$ cat src/rtl/core/ist_pkg.sv
package ist_pkg;

   // command codes (req_tuser)
   localparam logic [1:0] CMD_ADD   = 2'd0;
   localparam logic [1:0] CMD_SUB   = 2'd1;
   localparam logic [1:0] CMD_QUERY = 2'd2;
   localparam logic [1:0] CMD_READ  = 2'd3;

   // response status codes
   localparam logic [1:0] ST_OK      = 2'd0;
   localparam logic [1:0] ST_INVALID = 2'd1;
   localparam logic [1:0] ST_FULL    = 2'd2;

   // bounds are stored biased (sign bit flipped) so unsigned order is signed order
   localparam logic [63:0] SIGN_BIT = 64'h8000_0000_0000_0000;
   localparam logic [63:0] UMAX     = 64'hFFFF_FFFF_FFFF_FFFF;

   typedef struct packed {
      logic [63:0] lo;
      logic [63:0] hi;
   } entry_type;

   typedef struct packed {
      logic [5:0]  count;
      logic [63:0] hi;
      logic [63:0] lo;
      logic        valid;
      logic        included;
      logic [1:0]  status;
   } rsp_type;

endpackage

$ cat src/rtl/core/ist_ram.sv
module ist_ram #(
   parameter int DEPTH = 32,
   parameter int AW    = 5
) (
   input  logic                clock,
   input  logic                wr_en,
   input  logic [AW-1:0]       wr_addr,
   input  ist_pkg::entry_type  wr_data,
   input  logic [AW-1:0]       rd_addr,
   output ist_pkg::entry_type  rd_data
);

   ist_pkg::entry_type mem [DEPTH];
   ist_pkg::entry_type rd_data_ff;

   // write port
   always_ff @(posedge clock) begin
      if (wr_en) begin
         mem[wr_addr] <= wr_data;
      end
   end

   // registered read port
   always_ff @(posedge clock) begin
      rd_data_ff <= mem[rd_addr];
   end

   assign rd_data = rd_data_ff;

endmodule

$ cat config.mk
export PLATFORM = sky130hd
export DESIGN_NAME = ist_ram
export DESIGN_NICKNAME = d
export VERILOG_FILES = /design/src/rtl/core/ist_pkg.sv /design/src/rtl/core/ist_ram.sv
export SDC_FILE = /design/constraint.sdc
export NUM_CORES = 2
export LEC_CHECK = 0
export BUFFER_PORTS_ARGS = -buffer_cell sky130_fd_sc_hd__buf_2
export CORE_ASPECT_RATIO = 0.75
export CORE_MARGIN = 2
export CORE_UTILIZATION = 48
export CTS_BUF_LIST = sky130_fd_sc_hd__clkbuf_8
export DETAILED_ROUTE_END_ITERATION = 6
export PLACE_DENSITY = 0.67
export SLEW_MARGIN = 20
export SYNTH_ARGS = -nofsm -noshare
export SYNTH_HDL_FRONTEND = slang
export SYNTH_SLANG_ARGS = --single-unit
export TNS_END_PERCENT = 50
$ cat constraint.sdc
create_clock -name clock -period 7.8 [get_ports clock]
set_clock_uncertainty 0.15 [all_clocks]
set_input_delay 0 -clock clock [delete_from_list [all_inputs] [get_ports clock]]
set_output_delay 0 -clock clock [all_outputs]
set_load 0.005 [all_outputs]
After elaboration in Yosys (flattened, before gate mapping):

Memories as Yosys holds them, arrays and structs flattened. A register that Yosys moved wholly into a read port is not among the register bits.
Index checks and enable logic that the tools add are counted.

* multiplexer cells: 2

Operator list (number)
* $mux 1: 2

* flip-flop bits (word level): 0
* bits in writable memories: 4096
* memories kept: 1

Memories
* mem: words 32, bits a word 128, read ports 1, clocked after memory_dff 1, wr ports 1, line ist_ram.sv:13 `ist_pkg::entry_type mem [DEPTH];`

Depth between registers and ports, before layout:

* word-level depth: 2
* mapped depth: 9
* mapped depth without buffers: 4

Worst setup path after synthesis:

No wires, ideal clock.

* kind: input to register
* from: input port wr_addr[1]
* to: memory mem[12][0] (netlist name) (enable)
* library setup time: 617 ps
* data arrival time: 5981 ps
* data required time: 7033 ps
* slack: 1052 ps
* cell stages on the path: 3
* cell sequence: or3b_2 -> clkbuf_1 -> nor2_1

RTL lines
* start: declaration: line ist_ram.sv:7 `input logic [AW-1:0] wr_addr,`
* end: declaration: line ist_ram.sv:13

Straight into the memory's write port.

==> run_results.csv <==
group,metric,value,unit
grt,grt_pass1_wl,558,mm
grt,grt.met1_usage,34.3,%
synth,syn_nets,6580,
grt,grtUsageTotal,23.9,%
die,fp.dieH,497,um
detailed_routing,post_drt_wl_per_cell,32.5,um
synth,seq_area_frac_synth,80.9,%
setup_path,cp.arrival,4.42,ns
min_path,holdCritPathClass,"in -> reg",
setup_path,startpoint,"rd_addr[0]",
run_status,status,"finished, violations left",
setup_path,slowest_stage,"buf_4",
grt,grtUsageMet3,4.25,%
layout,final_cell_mix,"edfxtp_1, mux4_2, clkbuf_8",
run_status,violations,"negative hold slack",
place,routabilityCongestion,0.733,
clock_network,cts_tree,"built",
synth,synth-edff-count,4096,
die,die_x,661,um
place,placedCellCount,10800,
setup_path,path_cells,"dlygate4sd3_1, buf_12, buf_4, buf_12, mux4_2, a22oi_1, dlygate4sd3_1, nand4_1, dlygate4sd3_1",
pwr,power_density,249,nW/um^2
die,die-area,328000,um^2
clock_network,clock_latency,1.06,ns
setup_path,cp_num_buf_inv,6,
synth,synth_area_leaders,"edfxtp_1, mux4_2, o22ai_1",
setup_path,cp_data_required_time,8.59,ns
clock_network,h-tree-depth,6,
timing,relSlewSlack,23.2,%
synth,ys_types,28,
grt,grt_max_degree,135,
detailed_routing,drt_iter0_drc,9892,
detailed_routing,avgViaCountPerCell,6.21,
layout,area_growth,13.5,%
die,ios,268,
pwr,comb_power_share,4.7,%
layout,layout_commonest_cell,"edfxtp_1",
timing,tightestPinTransition,1.15,ns
grt,grt-busiest-layer,"met2",
place,io_buffers,267,
synth,synth_top_area_share,79.2,%
grt,grt_pass1_vias,76000,
flow_run,maxCapViolations,0,
clock_network,cts.sink_count,4224,
detailed_routing,firstDrtPassIters,5,
setup_path,worstReg2RegStart,"mem[3][125]",
timing,finalHoldViolations,14,
pwr,power.internal,34.3,mW
pwr,switchingPower,9.65,mW
die,initial_core_util,48.3,%
clock_network,cts_max_path_buffers,4,
layout,layout.nets,7551,
timing,min_period_over_period,46.5,%
synth,synthArstFlopShare,0,%
timing,fmax,0.275,GHz
synth,synth_area_leader_cell,"edfxtp_1",
detailed_routing,num_vias,75700,
grt,use_met2,38.4,%
grt,antenna_found_initial,45,
setup_path,path_class,"in -> reg",
setup_path,regToRegSetupSlack,5.27,ns
die,num_rows,180,
pwr,power_frac_clock,37.4,%
synth,synth_ff_type,"edfxtp_1",
layout,final_cells,12200,
timing,fin_setup_tns,0,ns
place,hpwl,178,mm
timing,setup_viol,0,
setup_path,path_delay_family,"buffers and inverters",
synth,ys_ff_latch,4224,
pwr,seqPwrFrac,57.8,%
pwr,p_leak,55.9,nW
layout,final_layout_size_suffix_gt1_share,27.7,%
clock_network,post_cts_resized,0,
clock_network,numCtsBuffers,624,
grt,overflow,0,
detailed_routing,drt.antenna.violating_nets,0,
die,core,321000,um^2
synth,avgSynthCellArea,24.1,um^2
clock_network,cts_root_buf,"clkbuf_8",
setup_path,cp-end-kind,"register",
setup_path,cp_max_fo,95,
timing,hold_slack,-0.00769,ns
synth,yosys_warnings,0,
timing,period_needed,3.63,ns
setup_path,startpoint_type,"input pin",
synth,synthesis.area,155000,um^2
setup_path,cpMostUsedCell,"dlygate4sd3_1",
min_path,hp-start,"wr_data[100]",
pwr,irDropWorstVdd,167,uV
clock_network,cts.clk_slew.worst_paths,0.06,ns
synth,syn_inst,6440,
pwr,swShare,22.0,%
detailed_routing,wirelength,396,mm
setup_path,slowest_delay,0.63,ns
timing,rsz0062_at_grt,"false",
detailed_routing,drc,0,
timing,slew_viol_final,0,
clock_network,cts_setup_buffers,0,
-- worst reg2reg max path: cells and delay by family, from the launching register on --
kind / cells / cell delay, ns
flip-flops: 1 / 0.42
AND/OR/NAND/NOR: 1 / 0.06
AO/OA/AOI/OAI: 1 / 0.19
buffers and inverters: 2 / 1.13
multiplexers: 1 / 0.48
-- kinds of logic (layout without fill, tap and decap cells) --
family / after synthesis / count (layout) / share of synthesized area, %
flops: 4224 / 4224 / 80.9
simple gates: 226 / 226 / 0.832
buf+inv: 352 / 1814 / 1.26
other cells: 0 / 12 / 0
mux: 1092 / 1092 / 14.7
compound gates: 546 / 546 / 2.28
-- sequential cells by signal, indices dropped and copies added, names as in the netlist --
register  cells
mem        4096
rd_data     128
-- Yosys cell counts, types with 30 or more instances --
cell type and number:
a22oi_1 102, buf_1 44, buf_2 94, buf_4 67
buf_6 30, clkbuf_1 108, dfxtp_1 128, edfxtp_1 4096
mux2i_1 136, mux4_2 956, nand3_1 37, nor2_1 35
nor4_1 111, o22ai_1 444
-- per-layer routing --
layer  routed length, um  part of all wire [%]
met5                 145                 0.037
met4               10100                   2.6
met3               36200                   9.2
met2              192000                    49
met1              157000                    40
-- area by class of cell --
type / count / area [um^2]
Tap cell: 4277 / 5350
Clock buffer: 673 / 9260
Timing Repair Buffer: 697 / 5810
Sequential cell: 4224 / 126000
Multi-Input combinational cell: 1864 / 28100
Fill cell: 23700 / 145000
Antenna cell: 12 / 30.0
Clock inverter: 444 / 2040
-- timing repair --
action | CTS | global route
hold buffers | 278 | 2
hold endpoints to repair | 5310 | 41
endpoints found under the setup margin | 0 | 0
-- worst paths after layout --
check / to / depth (start not counted)
max: rd_data[119] / 9
max reg2reg: rd_data[125] / 5
min reg2reg: rd_data[11] / 3
min: mem[8][100] / 3
-- power by group through the flow --
stage / Combinational, mW / Sequential [mW] / Clock (mW)
floorplan: 1.10 / 25.8 / 0
global placement: 1.92 / 25.9 / 0
detailed placement: 1.96 / 25.9 / 0
CTS: 2.09 / 25.4 / 16.7
global route: 2.21 / 25.4 / 17.7
finish: 2.08 / 25.4 / 16.4
-- stage by stage --
step                hold WS [ns]  util [%]  power (mW)  setup slack, ns  cell area [um^2]
floorplan                -0.0511         -        26.9             1.05            155000
global placement           0.236      50.4        27.8             3.85            162000
detailed placement         0.230      50.5        27.8             3.88            162000
CTS                        0.202      54.8        44.2             4.07            176000
global route              0.0105      54.8        45.3             3.78            176000
finish                  -0.00769      54.8        43.9             4.17            176000
Note: power is estimated with default switching activity, not from simulation.
