`src/rtl/core/ist_pkg.sv`:
```
package ist_pkg;

   // command codes (req_tuser)
   localparam logic [1:0] CMD_ADD   = 2'd0;
   localparam logic [1:0] CMD_SUB   = 2'd1;
   localparam logic [1:0] CMD_QUERY = 2'd2;
   localparam logic [1:0] CMD_READ  = 2'd3;

   // response status codes
   localparam logic [1:0] ST_OK      = 2'd0;
   localparam logic [1:0] ST_INVALID = 2'd1;
   localparam logic [1:0] ST_FULL    = 2'd2;

   // bounds are stored biased (sign bit flipped) so unsigned order is signed order
   localparam logic [63:0] SIGN_BIT = 64'h8000_0000_0000_0000;
   localparam logic [63:0] UMAX     = 64'hFFFF_FFFF_FFFF_FFFF;

   typedef struct packed {
      logic [63:0] lo;
      logic [63:0] hi;
   } entry_type;

   typedef struct packed {
      logic [5:0]  count;
      logic [63:0] hi;
      logic [63:0] lo;
      logic        valid;
      logic        included;
      logic [1:0]  status;
   } rsp_type;

endpackage

```
`src/rtl/core/ist_ctrl.sv`:
```
module ist_ctrl #(
   parameter int MAX_RANGES = 32,
   parameter int AW         = 5,
   parameter int CW         = 6
) (
   input  logic               clock,
   input  logic               reset,
   input  logic               req_tvalid,
   output logic               req_tready,
   input  logic [1:0]         req_cmd,
   input  logic [63:0]        req_lo,
   input  logic [63:0]        req_hi,
   input  logic [4:0]         req_index,
   output logic               rsp_tvalid,
   input  logic               rsp_tready,
   output ist_pkg::rsp_type   rsp_data,
   output logic [AW-1:0]      rd_addr,
   input  ist_pkg::entry_type rd_data,
   output logic               wr_en,
   output logic [AW-1:0]      wr_addr,
   output ist_pkg::entry_type wr_data,
   output logic               bank_sel
);

   localparam logic [2:0] S_IDLE = 3'd0;
   localparam logic [2:0] S_RD   = 3'd1;
   localparam logic [2:0] S_EV   = 3'd2;
   localparam logic [2:0] S_W2   = 3'd3;
   localparam logic [2:0] S_FIN  = 3'd4;

   localparam int CMPW = (CW > 5) ? CW : 5;
   localparam logic [CW-1:0] MAX_CNT = CW'(MAX_RANGES);

   logic [2:0]         state_ff, state_in;
   logic [CW-1:0]      i_ff, i_in;
   logic [CW-1:0]      n_ff, n_in;
   logic [CW-1:0]      cnt_ff, cnt_in;
   logic               sel_ff, sel_in;
   logic [1:0]         cmd_ff, cmd_in;
   logic [63:0]        lo_ff, lo_in;
   logic [63:0]        hi_ff, hi_in;
   logic [4:0]         idx_ff, idx_in;
   logic [63:0]        nlo_ff, nlo_in;
   logic [63:0]        nhi_ff, nhi_in;
   logic               merged_ff, merged_in;
   logic               placed_ff, placed_in;
   logic               full_ff, full_in;
   logic               inval_ff, inval_in;
   logic               incl_ff, incl_in;
   ist_pkg::entry_type pend_ff, pend_in;
   ist_pkg::entry_type rdent_ff, rdent_in;
   ist_pkg::rsp_type   rsp_ff, rsp_in;
   logic               rsp_valid_ff, rsp_valid_in;

   logic               tbl_full;
   logic               reach_lo;
   logic               reach_hi;
   logic               cut_left;
   logic               cut_right;
   logic               slot_free;
   logic               full_add;
   logic               commit;
   logic               rd_hit;
   logic [CW-1:0]      new_cnt;
   logic               wr_req;

   assign tbl_full  = (cnt_ff >= MAX_CNT);
   // stored entry reaches the range start; range end reaches the stored entry
   assign reach_lo  = (rd_data.hi == ist_pkg::UMAX) || (lo_ff <= rd_data.hi + 64'd1);
   assign reach_hi  = (hi_ff == ist_pkg::UMAX) || (rd_data.lo <= hi_ff + 64'd1);
   assign cut_left  = (rd_data.lo < lo_ff);
   assign cut_right = (hi_ff < rd_data.hi);
   assign slot_free = !rsp_valid_ff || rsp_tready;
   assign full_add  = !merged_ff && tbl_full;
   assign rd_hit    = (CMPW'(idx_ff) < CMPW'(cnt_ff));

   assign req_tready = (state_ff == S_IDLE);
   assign rsp_tvalid = rsp_valid_ff;
   assign rsp_data   = rsp_ff;
   assign bank_sel   = sel_ff;
   assign wr_addr    = n_ff[AW-1:0];
   assign wr_en      = wr_req && (n_ff < MAX_CNT);

   always_comb begin
      state_in     = state_ff;
      i_in         = i_ff;
      n_in         = n_ff;
      cnt_in       = cnt_ff;
      sel_in       = sel_ff;
      cmd_in       = cmd_ff;
      lo_in        = lo_ff;
      hi_in        = hi_ff;
      idx_in       = idx_ff;
      nlo_in       = nlo_ff;
      nhi_in       = nhi_ff;
      merged_in    = merged_ff;
      placed_in    = placed_ff;
      full_in      = full_ff;
      inval_in     = inval_ff;
      incl_in      = incl_ff;
      pend_in      = pend_ff;
      rdent_in     = rdent_ff;
      rsp_in       = rsp_ff;
      rsp_valid_in = rsp_valid_ff && !rsp_tready;
      rd_addr      = i_ff[AW-1:0];
      wr_req       = 1'b0;
      wr_data      = rd_data;
      commit       = 1'b0;
      new_cnt      = n_ff;

      case (state_ff)
         // take a request, bias its bounds
         S_IDLE: begin
            if (req_tvalid) begin
               cmd_in    = req_cmd;
               lo_in     = req_lo ^ ist_pkg::SIGN_BIT;
               hi_in     = req_hi ^ ist_pkg::SIGN_BIT;
               nlo_in    = req_lo ^ ist_pkg::SIGN_BIT;
               nhi_in    = req_hi ^ ist_pkg::SIGN_BIT;
               idx_in    = req_index;
               i_in      = '0;
               n_in      = '0;
               merged_in = 1'b0;
               placed_in = 1'b0;
               full_in   = 1'b0;
               incl_in   = 1'b0;
               inval_in  = (req_cmd != ist_pkg::CMD_READ) &&
                           ((req_lo ^ ist_pkg::SIGN_BIT) > (req_hi ^ ist_pkg::SIGN_BIT));
               if ((req_cmd != ist_pkg::CMD_READ) &&
                   ((req_lo ^ ist_pkg::SIGN_BIT) > (req_hi ^ ist_pkg::SIGN_BIT))) begin
                  state_in = S_FIN;
               end else begin
                  state_in = S_RD;
               end
            end
         end

         // issue the next read, or finish the scan
         S_RD: begin
            if (cmd_ff == ist_pkg::CMD_READ) begin
               rd_addr  = AW'(idx_ff);
               state_in = S_EV;
            end else if (i_ff == cnt_ff) begin
               state_in = S_FIN;
            end else begin
               state_in = S_EV;
            end
         end

         // evaluate one entry; add and subtract stream what survives of it to the spare bank
         S_EV: begin
            state_in = S_RD;
            i_in     = i_ff + CW'(1);
            case (cmd_ff)
               ist_pkg::CMD_READ: begin
                  rdent_in = rd_data;
                  state_in = S_FIN;
               end
               ist_pkg::CMD_QUERY: begin
                  if ((rd_data.lo <= lo_ff) && (hi_ff <= rd_data.hi)) begin
                     incl_in = 1'b1;
                  end
               end
               ist_pkg::CMD_ADD: begin
                  if (placed_ff || !reach_lo) begin
                     wr_req = 1'b1;
                     n_in   = n_ff + CW'(1);
                  end else if (reach_hi) begin
                     merged_in = 1'b1;
                     if (rd_data.lo < nlo_ff) nlo_in = rd_data.lo;
                     if (rd_data.hi > nhi_ff) nhi_in = rd_data.hi;
                  end else begin
                     // place the merged range, then this entry
                     wr_req     = 1'b1;
                     wr_data.lo = nlo_ff;
                     wr_data.hi = nhi_ff;
                     n_in       = n_ff + CW'(1);
                     placed_in  = 1'b1;
                     pend_in    = rd_data;
                     state_in   = S_W2;
                  end
               end
               default: begin
                  if ((rd_data.hi < lo_ff) || (hi_ff < rd_data.lo)) begin
                     wr_req = 1'b1;
                     n_in   = n_ff + CW'(1);
                  end else begin
                     if (cut_left && cut_right && tbl_full) full_in = 1'b1;
                     pend_in.lo = hi_ff + 64'd1;
                     pend_in.hi = rd_data.hi;
                     if (cut_left) begin
                        wr_req     = 1'b1;
                        wr_data.lo = rd_data.lo;
                        wr_data.hi = lo_ff - 64'd1;
                        n_in       = n_ff + CW'(1);
                        if (cut_right) state_in = S_W2;
                     end else if (cut_right) begin
                        wr_req     = 1'b1;
                        wr_data.lo = hi_ff + 64'd1;
                        wr_data.hi = rd_data.hi;
                        n_in       = n_ff + CW'(1);
                     end
                  end
               end
            endcase
         end

         // write the held second entry
         S_W2: begin
            wr_req   = 1'b1;
            wr_data  = pend_ff;
            n_in     = n_ff + CW'(1);
            state_in = S_RD;
         end

         // close the command and load the response
         S_FIN: begin
            if (slot_free) begin
               rsp_in.status   = ist_pkg::ST_OK;
               rsp_in.included = 1'b0;
               rsp_in.valid    = 1'b0;
               rsp_in.lo       = '0;
               rsp_in.hi       = '0;
               if (inval_ff) begin
                  rsp_in.status = ist_pkg::ST_INVALID;
               end else begin
                  case (cmd_ff)
                     ist_pkg::CMD_READ: begin
                        rsp_in.valid = rd_hit;
                        if (rd_hit) begin
                           rsp_in.lo = rdent_ff.lo ^ ist_pkg::SIGN_BIT;
                           rsp_in.hi = rdent_ff.hi ^ ist_pkg::SIGN_BIT;
                        end
                     end
                     ist_pkg::CMD_QUERY: begin
                        rsp_in.included = incl_ff;
                     end
                     ist_pkg::CMD_ADD: begin
                        if (full_add) begin
                           rsp_in.status = ist_pkg::ST_FULL;
                        end else begin
                           commit = 1'b1;
                           if (!placed_ff) begin
                              wr_req     = 1'b1;
                              wr_data.lo = nlo_ff;
                              wr_data.hi = nhi_ff;
                              new_cnt    = n_ff + CW'(1);
                           end
                        end
                     end
                     default: begin
                        if (full_ff) begin
                           rsp_in.status = ist_pkg::ST_FULL;
                        end else begin
                           commit = 1'b1;
                        end
                     end
                  endcase
               end
               if (commit) begin
                  cnt_in = new_cnt;
                  sel_in = !sel_ff;
               end
               rsp_in.count = commit ? 6'(new_cnt) : 6'(cnt_ff);
               rsp_valid_in = 1'b1;
               state_in     = S_IDLE;
            end
         end

         default: begin
            state_in = S_IDLE;
         end
      endcase
   end

   always_ff @(posedge clock) begin
      if (reset) begin
         state_ff     <= S_IDLE;
         cnt_ff       <= '0;
         sel_ff       <= 1'b0;
         rsp_valid_ff <= 1'b0;
      end else begin
         state_ff     <= state_in;
         cnt_ff       <= cnt_in;
         sel_ff       <= sel_in;
         rsp_valid_ff <= rsp_valid_in;
      end
   end

   always_ff @(posedge clock) begin
      i_ff      <= i_in;
      n_ff      <= n_in;
      cmd_ff    <= cmd_in;
      lo_ff     <= lo_in;
      hi_ff     <= hi_in;
      idx_ff    <= idx_in;
      nlo_ff    <= nlo_in;
      nhi_ff    <= nhi_in;
      merged_ff <= merged_in;
      placed_ff <= placed_in;
      full_ff   <= full_in;
      inval_ff  <= inval_in;
      incl_ff   <= incl_in;
      pend_ff   <= pend_in;
      rdent_ff  <= rdent_in;
      rsp_ff    <= rsp_in;
   end

   a_count_bound: assert property (@(posedge clock) disable iff (reset)
      cnt_ff <= MAX_CNT)
      else $error("entry count above capacity");

   a_write_states: assert property (@(posedge clock) disable iff (reset)
      wr_en |-> (state_ff == S_EV || state_ff == S_W2 || state_ff == S_FIN))
      else $error("memory write outside a scan");

   a_rsp_from_fin: assert property (@(posedge clock) disable iff (reset)
      $rose(rsp_valid_ff) |-> $past(state_ff == S_FIN))
      else $error("response loaded outside finish");

   a_accept_busy: assert property (@(posedge clock) disable iff (reset)
      (req_tvalid && req_tready) |=> (state_ff != S_IDLE))
      else $error("accepted request left the sequencer idle");

   a_bank_flip: assert property (@(posedge clock) disable iff (reset)
      (sel_ff != $past(sel_ff)) |-> $past(state_ff == S_FIN))
      else $error("bank swapped outside a commit");

endmodule

```
`config.mk`:
```
export PLATFORM = sky130hd
export DESIGN_NAME = ist_ctrl
export DESIGN_NICKNAME = d
export VERILOG_FILES = /design/src/rtl/core/ist_pkg.sv /design/src/rtl/core/ist_ctrl.sv
export SDC_FILE = /design/constraint.sdc
export NUM_CORES = 2
export LEC_CHECK = 0
export BUFFER_PORTS_ARGS = -buffer_cell sky130_fd_sc_hd__buf_2
export CAP_MARGIN = 15
export CORE_AREA = 2 2 353 355
export DETAILED_ROUTE_END_ITERATION = 16
export DIE_AREA = 0 0 355 357
export PLACE_DENSITY = 0.57
export SLEW_MARGIN = 20
export SYNTH_ARGS = -nofsm -noshare
export SYNTH_HDL_FRONTEND = slang
export SYNTH_SLANG_ARGS = --single-unit
```
`constraint.sdc`:
```
create_clock -name clock -period 23.8 [get_ports clock]
set_input_delay 2.38 -clock clock [delete_from_list [all_inputs] [get_ports clock]]
set_output_delay 2.38 -clock clock [all_outputs]
set_load 0.03 [all_outputs]
```
# Yosys cells after proc, flatten, opt, wreduce, memory -nomap -nowiden
# Cells that the tools add are included.
[totals]
ff_bits = 685
inputBits = 267
output_inout_bits = 280
[op_classes]
addsub = 5
magnitude_cmp = 14
n_eq_ne = 29
n_mux = 95
n_bitwise = 8
n_reduce_logical = 40
[op_table]
columns = ["cell", "count"]
rows = [
  ["$mux 128", 13],
  ["$mux 64", 10],
  ["$pmux 128 s2", 2],
  ["$pmux 128 s3", 1],
  ["$lt 64x64->1", 5],
  ["$le 64x64->1", 4],
  ["$pmux 64 s2", 2],
  ["$add 64x1->64 const B", 2],
  ["$eq 64x64->1 const B", 2],
  ["$gt 64x64->1", 2],
  ["$mux 6", 11],
  ["$sub 64x1->64 const B", 1],
  ["$ne 2x2->1 const B", 17],
  ["$mux 1", 29],
  ["$reduce_and 5->1", 5],
  ["$pmux 6 s2", 2],
  ["$pmux 6 s3", 1],
  ["$mux 3", 5],
  ["$pmux 3 s5", 1],
  ["$mux 2", 7],
  ["$add 6x1->6 const B", 2],
  ["$pmux 1 s2", 6],
  ["$reduce_and 6->1", 2],
  ["$mux 5", 2],
  ["27 further kinds", 57],
]

# Longest topological paths before layout
[logic_depth]
ltp_word = 9
ltp_mapped = 26

# Worst setup path before layout
# Ideal clock, no wire load.
[synth_timing]
path_kind = "input port to flip-flop"
start = "input port rd_data[7] (netlist name)"
end = "register pend_ff[0] (netlist name) (enable)"
arrival_ps = 15553
t_required_ps = 23028
path_slack_ps = 7475
cell_stages = 24
path_buffers = 4
cell_sequence = "buf_2 and3_1 clkbuf_1 nand4_1 or4_1 nor2_1 and3_1 nand2_1 nor3_1 nand3_1 xnor2_1 ha_1 nand4_1 nor4_1 nand2_1 nor4_1 nand4_1 o31a_1 and2_0 clkbuf_1 nor2_1 clkbuf_8 a21oi_1 nor3_1"
[synth_between]
elab_chain_cells = 7
[synth_rtl]
columns = ["item", "line_no", "rtl"]
rows = [
  ["from (decl)", "ist_ctrl.sv:18", "input ist_pkg::entry_type rd_data,"],
  ["$add 64x1->64", "ist_ctrl.sv:69", "assign reach_lo = (rd_data.hi == ist_pkg::UMAX) || (lo_ff <= rd_data.hi + 64'd1);"],
  ["$le 64x64->1", "ist_ctrl.sv:69", ""],
  ["$logic_or 1x1->1", "ist_ctrl.sv:69", ""],
  ["$logic_not 1->1", "ist_ctrl.sv:165", "if (placed_ff || !reach_lo) begin"],
  ["$logic_or 1x1->1", "ist_ctrl.sv:165", ""],
  ["$ne 2x2->1 (no source line)", "n/a", ""],
  ["$reduce_and 5->1 (no source line) (*)", "n/a", ""],
  ["to (signal assigned)", "ist_ctrl.sv:304", "pend_ff <= pend_in;"],
  ["to (decl)", "ist_ctrl.sv:50", "ist_pkg::entry_type pend_ff, pend_in;"],
]
# Mark *: on every way between the ends. The rest lies on a longest branch, timed or not.
# A chain may end at the register's enable or synchronous reset.

==> run metrics <==
Worst slew margin 22.8%; CTS buffer count 84; # resized after CTS 0; Worst-Skew Late Latency approximately 0.70 ns; number of library cell types mapped by synthesis 100; pin count of the biggest net entering global routing 121; Adder-Cell Fraction of Synth Area 14.9%; main combinational cell family by area after synthesis compound AO/OA/AOI/OAI gates; min-delay worst type reg2reg; post-CTS setup repair buffer count 0; via/cell ratio 6.21; Placer Congestion around 1; post-synthesis compound-gate area fraction 19.5%; Die Width 355 um; crit-path max FO 58; Ys Warns 0; number of flops mapped to enable cells by yosys 674; ys async rst share 0%; LEAKAGE between 0.02 and 0.025 uW; CP Cell Sequence buf_2 -> and3_1 -> nand4_1 -> or4_1 -> nor2_1 -> and3_1 -> nand2_1 -> nor3_1 -> nand3_1 -> xnor2_1 -> ha_1 -> nand4_1 -> nor4_1 -> nand2_1 -> nor4_1 -> o21ai_0 -> o211ai_1 -> nand2_1 -> buf_4 -> nand3_4 -> buf_4 -> o221ai_1 -> a2bb2oi_1 -> buf_2; Die Y around 360 um; Largest stage delay, worst path 0.81 ns; final cell count without fillers approximately 7000; Seq/Total Area, Yosys 41.9%; first-pass GRT wire length between 300000 and 400000 um; Final Cycle Share a little under three fifths; final-report setup violation count 0; core area ~0.12 sq mm; total iterations of the first detailed-routing run 6; io pins ~550; All-Layer GR Usage 33.4%; CTS tree yes; Power Density 70.7 mW/mm^2; worst endpoint required time 21.42 ns; Final Hold Viols 0; slew of the pin with the lowest slew margin 1.15 ns; Syn Area/Cell ~9.9 sq um; Post-Synth XOR/XNOR Area under 10%; setup TNS 0 ns; most used cell, CP nand2_1; cts hold-fix bufs 0; Max VDD drop 0.0542 mV; MaxCap Viol Count 0; CP Capture Type output port; Post-Syn Area a little under 0.05 sq mm; die area 0.127 sq mm; Placed Area 0.0531 sq mm; critical path class in2out; RSZ-0062 raised after global routing no; post-route minimum period approximately 13 ns; area grow syn2layout 14.6%; slowest CP cell buf_4; Synth Register Bits 685; Setup crit start kind primary input; final instance area 0.0559 sq mm; # rows 129; initial antenna violation count 40; first-iteration detailed-routing DRC count 6280; simple-gate share of the synthesized area a little over an eighth; Crit path arrival time approximately 11 ns; status complete, no violations; # clock sinks around 690; Clk pin slew, worst setup/hold paths 0.06 ns; total number of vias 44300; drt drc 0; Initial Util just under 40%; HPWL after DPL about 170000 um; Clock Path Buffers 3; mux cell area share after synthesis less than 1%; routed wire length 219000 um; Min Hold Slack 0.514 ns; Slew Limit Fails 0; Fillers 11900; total congestion overflow 0; Max Clock Freq 74.8 MHz; # port buffers 546; CTS Root Cell clkbuf_16; cell count after synthesis roughly 5000; vias in the first global route slightly above 40000; Net Count, Synth between 5000 and 6000; layout cells sized above 1 15.2%; dpl cells 6963; nets about 6300; Worst Clk Skew 0.0315 ns; post-route ant nets 0; CTS H-tree lvls 3; top_reg_cell synth edfxtp_1; Avg WL per Cell 30.6 um
-- state kept, by name (all words and copies together), names as in the netlist, 2 cells and up --
register	flops
i_ff	6
idx_ff	5
cmd_ff	2
cnt_ff	6
rsp_data	138
nhi_ff	64
rdent_ff	128
n_ff	6
nlo_ff	64
pend_ff	128
state_ff	3
hi_ff	64
lo_ff	64
-- metrics by stage --
stage | setup slack [ns] | total power [uW] | utilization, %
3_3_place_gp | 10.83 | 2570 | 43.1
3_5_place_dp | 10.65 | 2580 | 43.1
5_1_grt | 10.15 | 4100 | 45.5
6_report | 10.42 | 3960 | 45.5
4_1_cts | 10.62 | 3950 | 45.5
2_1_floorplan | 7.47 | 2160 | -
-- final timing paths --
kind | end | slack [ns] | from | cells past startpoint
max | wr_data[64] | 10.42 | rd_data[7] | 24
min | rsp_data[13] | 0.51 | rdent_ff[73] | 1
max reg2reg | nlo_ff[6] | 14.10 | hi_ff[1] | 20
min reg2reg | rsp_data[13] | 0.51 | rdent_ff[73] | 1
-- logic make-up (layout without fill, tap and decap cells) --
group | after synthesis | in the layout
buf+inv | 661 | 1188
other cells | 0 | 18
mux | 24 | 24
flops | 685 | 685
xor+xnor | 202 | 202
fa+ha+maj | 582 | 582
simple gates | 1338 | 1338
compound gates | 1460 | 1460
-- cell usage in the layout, fill, tap and decap left out, drive strengths merged, types with 89 or more instances in the layout --
master,count
and2,146
a21o,136
inv,431
clkbuf,93
o21ai,361
nand4,131
ha,582
nor2,223
a221oi,105
buf,609
nand2,429
nand3,130
xnor2,148
a21oi,423
o221ai,89
edfxtp,674
-- critical path: cells and delay by family --
kind	cells	cell delay, ns
and+or+nand+nor	14	5.23
xor gates and xnor gates	1	0.16
adders and majority gates	1	0.30
buffers and inverters	4	1.58
AOI/OAI and AO/OA	4	1.22
-- Yosys cell counts (all sizes together), types with 37 or more instances --
master / n / area, sq um
and2: 146 / 913
nand4: 131 / 832
clkbuf: 175 / 861
o21ai: 361 / 1810
nor2: 223 / 837
xnor2: 148 / 1300
nand3: 130 / 663
nor4: 44 / 309
edfxtp: 674 / 20200
buf: 58 / 355
nor3: 87 / 445
o221ai: 89 / 780
ha: 582 / 7280
a2bb2oi: 37 / 324
a21oi: 423 / 2120
xor2: 52 / 455
nand2: 429 / 1610
o211ai: 44 / 335
a21o: 136 / 1020
a221oi: 105 / 920
inv: 422 / 1580
-- layer usage --
layer	GRT usage [%]	share of wire (%)
met4	15.0	4.6
met2	47.4	41
met5	0	0.059
met1	48.2	44
met3	7.66	11
-- layout make-up --
cell class              count  area (sq um)  share of cell area, %
multi-input cells        3606         25700                   46.0
flip-flops and latches    685         20500                   36.6
repair buffers            609          3220                   5.75
clock buffers              93          2200                   3.93
well taps                1637          2050                   3.66
inverters                 426          1610                   2.87
clock inverters            60           647                   1.16
diodes                     18          45.0                 0.0805
-- power breakdown --
part | switching, uW | internal, uW | total, uW
registers | 96.9 | 1430 | 1530
logic | 738 | 323 | 1060
clock network | 578 | 791 | 1370
total | 1410 | 2540 | 3960
No activity file was read; power rests on OpenSTA's default activity.
